File: config.mk
export PLATFORM = sky130hd
export DESIGN_NAME = packed_date_to_epoch_seconds_unit_flat
export DESIGN_NICKNAME = d
export VERILOG_FILES = /design/src/hw/rtl/pdte_pkg.sv /design/src/hw/rtl/pdte_if.sv /design/src/hw/rtl/pdte_div100.sv /design/src/hw/rtl/pdte_calc.sv /design/src/hw/rtl/packed_date_to_epoch_seconds_unit.sv /design/src/flat_wrapper.sv
export SDC_FILE = /design/constraint.sdc
export NUM_CORES = 2
export LEC_CHECK = 0
export BUFFER_PORTS_ARGS = -buffer_cell sky130_fd_sc_hd__buf_2
export CAP_MARGIN = 20
export CORE_UTILIZATION = 50
export CTS_CLUSTER_DIAMETER = 40
export DETAILED_ROUTE_END_ITERATION = 10
export PLACE_DENSITY = 0.66
export SLEW_MARGIN = 20
export SYNTH_ARGS = -nofsm -noshare
export SYNTH_HDL_FRONTEND = slang
export SYNTH_HIERARCHICAL = 1
export SYNTH_SLANG_ARGS = --single-unit
File: constraint.sdc
create_clock -name i_clk -period 13.56 [get_ports i_clk]
set_input_delay 0 -clock i_clk [delete_from_list [all_inputs] [get_ports i_clk]]
set_output_delay 0 -clock i_clk [all_outputs]
set_load 0.03 [all_outputs]
File: src/hw/rtl/pdte_pkg.sv
// Shared types, constants and month tables for the packed date to epoch seconds unit.
package pdte_pkg;

    localparam int unsigned DATE_W  = 27;
    localparam int unsigned TIME_W  = 20;
    localparam int unsigned EPOCH_W = 40;
    localparam int unsigned OFS_W   = 5;

    // Quotient and remainder widths of the divide-by-100 units
    localparam int unsigned QUO_W   = 21;
    localparam int unsigned REM_W   = 7;
    localparam int unsigned PROD_W  = 53;
    localparam int unsigned RECIP_W = 26;
    localparam int unsigned RECIP_SHIFT = 32;

    // floor(2^32 / 100): quotient estimate is exact or one short
    localparam logic [RECIP_W-1:0] RECIP_100 = RECIP_W'((64'd1 << RECIP_SHIFT) / 64'd100);
    localparam logic [7:0]         DEC_BASE  = 8'd100;

    localparam logic [14:0] EPOCH_YEAR     = 15'd1970;
    localparam logic [23:0] DAYS_PER_YEAR  = 24'd365;
    localparam logic [19:0] SECS_PER_HOUR  = 20'd3600;
    localparam logic [19:0] SECS_PER_MIN   = 20'd60;
    localparam logic signed [17:0] SECS_PER_DAY = 18'sd86400;

    localparam logic [6:0] SEC_MAX   = 7'd60;
    localparam logic [6:0] MIN_LIMIT = 7'd60;
    localparam logic [6:0] HOUR_LIMIT = 7'd24;
    localparam logic [6:0] MONTHS    = 7'd12;

    typedef logic [DATE_W-1:0]          t_date;
    typedef logic [TIME_W-1:0]          t_time;
    typedef logic signed [EPOCH_W-1:0]  t_epoch;
    typedef logic signed [OFS_W-1:0]    t_offset;
    typedef logic [QUO_W-1:0]           t_quo;
    typedef logic [REM_W-1:0]           t_rem;
    typedef logic [8:0]                 t_cum;

    // Days in the full months before month index n (0..12)
    localparam t_cum CUM_COMMON [13] = '{9'd0, 9'd31, 9'd59, 9'd90, 9'd120, 9'd151, 9'd181,
                                         9'd212, 9'd243, 9'd273, 9'd304, 9'd334, 9'd365};
    localparam t_cum CUM_LEAP   [13] = '{9'd0, 9'd31, 9'd60, 9'd91, 9'd121, 9'd152, 9'd182,
                                         9'd213, 9'd244, 9'd274, 9'd305, 9'd335, 9'd366};

    function automatic t_cum cum_days(input logic [3:0] n, input logic leap);
        t_cum v;
        if (n > 4'd12) begin
            v = leap ? CUM_LEAP[12] : CUM_COMMON[12];
        end else begin
            v = leap ? CUM_LEAP[n] : CUM_COMMON[n];
        end
        return v;
    endfunction

endpackage

File: src/hw/rtl/pdte_if.sv
// Valid/ready channel interfaces for input words, result words and the offset register.
interface pdte_in_if
    import pdte_pkg::*;
();
    logic  valid;
    logic  ready;
    t_date date_packed;
    t_time time_packed;

    modport source (output valid, output date_packed, output time_packed, input ready);
    modport sink   (input valid, input date_packed, input time_packed, output ready);
endinterface

interface pdte_out_if
    import pdte_pkg::*;
();
    logic   valid;
    logic   ready;
    t_epoch epoch_seconds;
    logic   fields_bad;

    modport source (output valid, output epoch_seconds, output fields_bad, input ready);
    modport sink   (input valid, input epoch_seconds, input fields_bad, output ready);
endinterface

interface pdte_cfg_if
    import pdte_pkg::*;
();
    logic    valid;
    logic    ready;
    t_offset data;

    modport source (output valid, output data, input ready);
    modport sink   (input valid, input data, output ready);
endinterface

File: src/hw/rtl/pdte_div100.sv
// Two-stage divide by 100: reciprocal multiply, then one correction step.
module pdte_div100
    import pdte_pkg::*;
(
    input  logic  i_clk,
    input  logic  i_en,
    input  t_date i_x,
    output t_quo  o_q,
    output t_rem  o_r
);

    logic [PROD_W-1:0] r_prod;
    t_date             r_x;
    t_quo              r_q;
    t_rem              r_r;

    logic [PROD_W-1:0] n_prod;
    t_quo              q_est;
    logic [DATE_W:0]   diff;
    logic [7:0]        rem_est;
    t_quo              n_q;
    t_rem              n_r;

    // Estimate the quotient
    assign n_prod = PROD_W'(i_x) * PROD_W'(RECIP_100);

    // Fix up an estimate that falls one short
    assign q_est   = r_prod[RECIP_SHIFT +: QUO_W];
    assign diff    = (DATE_W+1)'(r_x) - ((DATE_W+1)'(q_est) * (DATE_W+1)'(DEC_BASE));
    assign rem_est = diff[7:0];

    always_comb begin
        if (rem_est >= DEC_BASE) begin
            n_q = q_est + QUO_W'(1);
            n_r = REM_W'(rem_est - DEC_BASE);
        end else begin
            n_q = q_est;
            n_r = REM_W'(rem_est);
        end
    end

    always_ff @(posedge i_clk) begin
        if (i_en) begin
            r_prod <= n_prod;
            r_x    <= i_x;
            r_q    <= n_q;
            r_r    <= n_r;
        end
    end

    assign o_q = r_q;
    assign o_r = r_r;

endmodule

File: src/hw/rtl/pdte_calc.sv
// Three-stage calendar arithmetic: day count, time of day, then seconds.
module pdte_calc
    import pdte_pkg::*;
(
    input  logic    i_clk,
    input  logic    i_en,
    input  logic [13:0] i_year,
    input  t_rem    i_mon,
    input  t_rem    i_day,
    input  t_rem    i_hour,
    input  t_rem    i_min,
    input  t_rem    i_sec,
    input  t_offset i_offset,
    output t_epoch  o_epoch,
    output logic    o_bad
);

    // Stage A: year terms, month sum, range flag
    logic signed [14:0] tyears;
    logic signed [14:0] shifted;
    logic signed [14:0] biased;
    logic signed [12:0] leaps_tr;
    logic               leap;
    logic [3:0]         full_months;
    logic signed [12:0] n_part;
    logic signed [23:0] n_ty365;
    logic signed [7:0]  n_hoff;
    logic               n_bad;

    logic signed [12:0] r_part;
    logic signed [23:0] r_ty365;
    logic signed [7:0]  r_hoff;
    t_rem               r_min;
    t_rem               r_sec;
    logic               r_bad_a;

    assign tyears   = $signed({1'b0, i_year}) - $signed(EPOCH_YEAR);
    assign shifted  = tyears + 15'sd2;
    assign biased   = shifted + (shifted[14] ? 15'sd3 : 15'sd0);
    assign leaps_tr = 13'(biased >>> 2);
    assign leap     = (shifted[1:0] == 2'b00);

    always_comb begin
        if (i_mon == '0) begin
            full_months = 4'd0;
        end else if (i_mon > MONTHS) begin
            full_months = 4'd12;
        end else begin
            full_months = 4'(i_mon - 7'd1);
        end
    end

    assign n_part  = $signed(13'(cum_days(full_months, leap))) + $signed(13'(i_day))
                   - 13'sd1 + leaps_tr - $signed(13'(leap));
    assign n_ty365 = 24'(tyears) * $signed(DAYS_PER_YEAR);
    assign n_hoff  = 8'(i_offset) + $signed({1'b0, i_hour});
    assign n_bad   = (i_sec > SEC_MAX) || (i_min >= MIN_LIMIT) || (i_hour >= HOUR_LIMIT)
                   || (i_mon == '0) || (i_mon > MONTHS) || (i_day == '0);

    // Stage B: total days and seconds into the day
    logic signed [23:0] n_days;
    logic signed [19:0] n_tsec;
    logic signed [23:0] r_days;
    logic signed [19:0] r_tsec;
    logic               r_bad_b;

    assign n_days = r_ty365 + 24'(r_part);
    assign n_tsec = 20'(r_hoff) * $signed(SECS_PER_HOUR)
                  + $signed(20'(r_min) * SECS_PER_MIN) + $signed(20'(r_sec));

    // Stage C: scale days to seconds and add the time of day
    logic signed [41:0] n_secs;
    t_epoch             r_epoch;
    logic               r_bad_c;

    assign n_secs = (42'(r_days) * 42'(SECS_PER_DAY)) + 42'(r_tsec);

    always_ff @(posedge i_clk) begin
        if (i_en) begin
            r_part  <= n_part;
            r_ty365 <= n_ty365;
            r_hoff  <= n_hoff;
            r_min   <= i_min;
            r_sec   <= i_sec;
            r_bad_a <= n_bad;
            r_days  <= n_days;
            r_tsec  <= n_tsec;
            r_bad_b <= r_bad_a;
            r_epoch <= EPOCH_W'(n_secs);
            r_bad_c <= r_bad_b;
        end
    end

    assign o_epoch = r_epoch;
    assign o_bad   = r_bad_c;

endmodule

File: src/hw/rtl/packed_date_to_epoch_seconds_unit.sv
// Top level: packed date and time to signed epoch seconds, seven-stage pipeline.
//
// Takes one word per cycle while the output is not stalled; the pipeline is
// two divide-by-100 units in series (two stages each) and
// three stages of calendar arithmetic, the last holding the output register.
// A stalled output freezes the whole pipeline, so no word is lost or repeated.
// The time zone offset is written on its own channel, always ready, and must
// only be changed while no word is in flight. The leap rule is the simple
// every-fourth-year one and holds from 1901 to 2099.
module packed_date_to_epoch_seconds_unit
    import pdte_pkg::*;
(
    input  logic       i_clk,
    input  logic       i_rst_n,
    pdte_in_if.sink    i_word,
    pdte_out_if.source o_word,
    pdte_cfg_if.sink   i_cfg
);

    localparam int unsigned DEPTH = 7;

    logic [DEPTH-1:0] r_valid;
    t_offset          r_offset;
    logic             stall;
    logic             en;

    // Freeze every stage while the result waits
    assign stall = r_valid[DEPTH-1] && !o_word.ready;
    assign en    = !stall;

    assign i_word.ready = en;
    assign i_cfg.ready  = 1'b1;

    // Advance valid bits and hold the offset register
    always_ff @(posedge i_clk) begin
        if (!i_rst_n) begin
            r_valid  <= '0;
            r_offset <= '0;
        end else begin
            if (en) begin
                r_valid <= {r_valid[DEPTH-2:0], i_word.valid};
            end
            if (i_cfg.valid) begin
                r_offset <= i_cfg.data;
            end
        end
    end

    // First split: date by 100 and time by 100
    t_quo date_q1;
    t_rem day_r;
    t_quo time_q1;
    t_rem sec_r;

    pdte_div100 u_div_date1 (
        .i_clk (i_clk),
        .i_en  (en),
        .i_x   (i_word.date_packed),
        .o_q   (date_q1),
        .o_r   (day_r)
    );

    pdte_div100 u_div_time1 (
        .i_clk (i_clk),
        .i_en  (en),
        .i_x   (DATE_W'(i_word.time_packed)),
        .o_q   (time_q1),
        .o_r   (sec_r)
    );

    // Second split: year and month, hour and minute
    t_quo year_q;
    t_rem mon_r;
    t_quo hour_q;
    t_rem min_r;

    pdte_div100 u_div_date2 (
        .i_clk (i_clk),
        .i_en  (en),
        .i_x   (DATE_W'(date_q1)),
        .o_q   (year_q),
        .o_r   (mon_r)
    );

    pdte_div100 u_div_time2 (
        .i_clk (i_clk),
        .i_en  (en),
        .i_x   (DATE_W'(time_q1)),
        .o_q   (hour_q),
        .o_r   (min_r)
    );

    // Delay day and second alongside the second split
    t_rem r_day_d1;
    t_rem r_day_d2;
    t_rem r_sec_d1;
    t_rem r_sec_d2;

    always_ff @(posedge i_clk) begin
        if (en) begin
            r_day_d1 <= day_r;
            r_day_d2 <= r_day_d1;
            r_sec_d1 <= sec_r;
            r_sec_d2 <= r_sec_d1;
        end
    end

    // Calendar arithmetic and output register
    t_epoch epoch;
    logic   bad;

    pdte_calc u_calc (
        .i_clk    (i_clk),
        .i_en     (en),
        .i_year   (year_q[13:0]),
        .i_mon    (mon_r),
        .i_day    (r_day_d2),
        .i_hour   (REM_W'(hour_q)),
        .i_min    (min_r),
        .i_sec    (r_sec_d2),
        .i_offset (r_offset),
        .o_epoch  (epoch),
        .o_bad    (bad)
    );

    assign o_word.valid         = r_valid[DEPTH-1];
    assign o_word.epoch_seconds = epoch;
    assign o_word.fields_bad    = bad;

endmodule

File: src/flat_wrapper.sv
// flat-port wrapper written by rule: the top's interface ports become plain ports
module packed_date_to_epoch_seconds_unit_flat import pdte_pkg::*;
  (i_clk, i_rst_n, i_word_valid, i_word_date_packed, i_word_time_packed, i_word_ready, o_word_valid, o_word_epoch_seconds, o_word_fields_bad, o_word_ready, i_cfg_valid, i_cfg_data, i_cfg_ready);
  pdte_in_if i_word_i ();
  pdte_out_if o_word_i ();
  pdte_cfg_if i_cfg_i ();
  input  logic i_clk;
  input  logic i_rst_n;
  input wire logic [$bits(i_word_i.valid)-1:0] i_word_valid;
  input wire logic [$bits(i_word_i.date_packed)-1:0] i_word_date_packed;
  input wire logic [$bits(i_word_i.time_packed)-1:0] i_word_time_packed;
  output wire logic [$bits(i_word_i.ready)-1:0] i_word_ready;
  output wire logic [$bits(o_word_i.valid)-1:0] o_word_valid;
  output wire logic [$bits(o_word_i.epoch_seconds)-1:0] o_word_epoch_seconds;
  output wire logic [$bits(o_word_i.fields_bad)-1:0] o_word_fields_bad;
  input wire logic [$bits(o_word_i.ready)-1:0] o_word_ready;
  input wire logic [$bits(i_cfg_i.valid)-1:0] i_cfg_valid;
  input wire logic [$bits(i_cfg_i.data)-1:0] i_cfg_data;
  output wire logic [$bits(i_cfg_i.ready)-1:0] i_cfg_ready;
  assign i_word_i.valid = i_word_valid;
  assign i_word_i.date_packed = i_word_date_packed;
  assign i_word_i.time_packed = i_word_time_packed;
  assign i_word_ready = i_word_i.ready;
  assign o_word_valid = o_word_i.valid;
  assign o_word_epoch_seconds = o_word_i.epoch_seconds;
  assign o_word_fields_bad = o_word_i.fields_bad;
  assign o_word_i.ready = o_word_ready;
  assign i_cfg_i.valid = i_cfg_valid;
  assign i_cfg_i.data = i_cfg_data;
  assign i_cfg_ready = i_cfg_i.ready;
  packed_date_to_epoch_seconds_unit u_core (.i_clk(i_clk), .i_rst_n(i_rst_n), .i_word(i_word_i), .o_word(o_word_i), .i_cfg(i_cfg_i));
endmodule
==> flow_summary.yaml <==
global_route:
  grt_max_degree: 151
  grt_use_met1_pct: 27.3
  grt_pass1_vias: 49369
  antenna_found_initial: 0
  grt_first_pass_wirelength_mm: 242
  grt_use_met3_pct: 1.76
  grt_use_total_pct: 21.1
  busiest_layer: "met2"
  use_met2_pct: 38.3
  grt-ovfl-total: 0
layout:
  drive_gt1_share_pct: 4.16
  multi_input_area_um2: 51600
  nets: 9701
  syn2layout_area_growth_pct: 8.54
  num_antenna_cells: 0
  regArea_um2: 11100
  final_util_pct: 54.9
  nFillCells: 12196
timing:
  setup_tns_ns: 0
  rsz0062_at_grt: "no"
  finalHoldViolations: 0
  timing.final.crit_period_ns: 7.14
  tightest_slew_ns: 1.01
  setup_viol: 0
  max_slew_margin_pct: 32.5
  finalCritPeriodShare_pct: 52.7
  fin_skew_ns: 0.0324
  slew_viol_final: 0
  fmax_mhz: 140
status:
  outcome: "completed"
place:
  io_buffers: 99
  hpwl_mm: 123
  gp_congestion: 0.912
route:
  ant_nets: 0
  wirelength_mm: 144
  drc: 0
  routedWlPerCell_um: 15.8
  drtPass1Iterations: 8
  vias_per_cell: 5.01
  vias: 45574
  drt-initial-drc-count: 1728
setup_path:
  reg2reg_slack_ns: 6.42
  crit_path_max_fanout: 7
  slowest_stage: "fa_1"
  startpoint_type: "flip-flop"
  crit_arrival_ns: 7.49
  critPathKind: "flip-flop to flip-flop"
  slowest_delay_ns: 0.55
  endpoint_kind: "flip-flop"
  cpMostUsedCell: "ha_1"
  crit_required_ns: 13.91
logic_synthesis:
  avgSynthCellArea_um2: 10.2
  ys_warn_count: 6
  synthesis.area_um2: 69900
  syn-instance-count: 6844
clock_tree:
  cts_tree: "done"
  clockBufferDepth: 3
  path_clk_slew_ns: 0.06
  numCtsBuffers: 68
  post_cts_buffers: 0
  clk_latency_ns: 0.61
  htreeDepth: 3
  ctsRootBufferMaster: "clkbuf_16"
  cts_resized: 0
  cts_num_sinks: 372
worst_hold_path:
  min_path_type: "input port to flip-flop"
floorplanning:
  ios: 101
  core-area_um2: 138000
  die_h_um: 376
  num_rows: 136
  initial_utilization_pct: 50.6
  die_w_um: 376
  die_area_um2: 141000
run:
  cap_violations: 0
-- critical path: cells and delay by family, from the launching register on --
family	cells	cell delay [ns]
fa+ha+maj	7	2.91
compound gates	11	2.76
flops	1	0.48
simple gates	2	0.33
xor+xnor	2	0.22
buf+inv	3	0.16
-- cell usage in the layout (no fill, tap or decap), types with 11 or more instances in the layout --
| master | n |
|---|---|
| inv_1 | 2055 |
| ha_1 | 1436 |
| fa_1 | 1023 |
| edfxtp_1 | 360 |
| a21oi_1 | 252 |
| xnor2_1 | 225 |
| nand2_1 | 193 |
| conb_1 | 166 |
| nor2_1 | 151 |
| xor2_1 | 129 |
| o21ai_0 | 109 |
| a21o_1 | 103 |
| buf_2 | 99 |
| nand3_1 | 91 |
| clkbuf_16 | 69 |
| nand4_1 | 60 |
| nor3_1 | 54 |
| nor2b_1 | 39 |
| dlygate4sd3_1 | 35 |
| nand2b_1 | 34 |
| o21ai_1 | 32 |
| o211ai_1 | 30 |
| a31oi_1 | 29 |
| o21a_1 | 27 |
| o21bai_1 | 27 |
| and3_1 | 26 |
| a211oi_1 | 23 |
| nor4_1 | 18 |
| and2_1 | 17 |
| or3_1 | 15 |
| mux2i_1 | 12 |
| dfxtp_1 | 12 |
| or2_2 | 12 |
| o31ai_1 | 11 |
-- routing by layer --
| layer | up-vias | wire length, um |
|---|---|---|
| li1 | 22363 | - |
| met1 | 22365 | 64400 |
| met2 | 651 | 72700 |
| met3 | 195 | 4060 |
| met4 | 0 | 2730 |
| met5 | - | 0 |
-- final timing paths --
| path | start | endpoint | depth (start not counted) |
|---|---|---|---|
| worst min register to register | u_core/u_div_time2/o_r[0] | u_core/u_calc/r_min[0] | 0 |
| worst max-delay path | u_core/u_calc/r_days[6] | u_core/u_calc/o_epoch[38] | 25 |
| worst max register to register | u_core/u_calc/r_days[6] | u_core/u_calc/o_epoch[38] | 25 |
| worst min-delay path | o_word_ready | u_core/r_valid[6] | 3 |
-- per-stage QoR --
step	instance area, um2	cells	worst slack [ns]	hold WS, ns
after floorplan	70500	7008	5.15	0.0989
after global placement	73200	8943	6.63	0.253
after detailed placement	73200	8943	6.48	0.267
after CTS	75900	9103	6.46	0.119
after global routing	75900	9103	5.98	0.171
final	75900	9103	6.42	0.146
-- state kept, by name, summed over array words and instances (netlist names), 8 cells and up --
signal / flops
u_core/u_div_date1/r_prod: 21
u_core/u_div_time2/r_x: 8
u_core/u_calc/r_days: 24
u_core/u_div_date2/r_prod: 14
u_core/u_div_time1/r_prod: 21
u_core/u_calc/r_part: 13
u_core/u_calc/o_epoch: 40
u_core/u_div_time1/r_x: 8
u_core/u_calc/r_tsec: 20
u_core/u_div_date2/o_q: 14
u_core/u_calc/r_hoff: 8
u_core/u_div_date2/r_x: 8
u_core/u_div_time1/o_q: 21
u_core/u_div_date1/r_x: 8
u_core/u_div_date1/o_q: 21
u_core/u_calc/r_ty365: 24
-- final cells by class --
| cell class | count | area share [%] |
|---|---|---|
| inverter | 2056 | 10.2 |
| tap | 1863 | 3.07 |
| multi-input combinational | 4547 | 67.9 |
| timing repair buffer | 140 | 1.19 |
| clock inverter | 53 | 0.786 |
| clock buffer | 72 | 2.29 |
| sequential | 372 | 14.6 |
-- timing repair --
item	CTS	global route
hold buffers	35	0
endpoints found under the hold margin	28	0
endpoints found under the setup margin	0	0
Power is not shown: default switching activity piles up to over one toggle a cycle in this logic, so the estimate is an artifact.
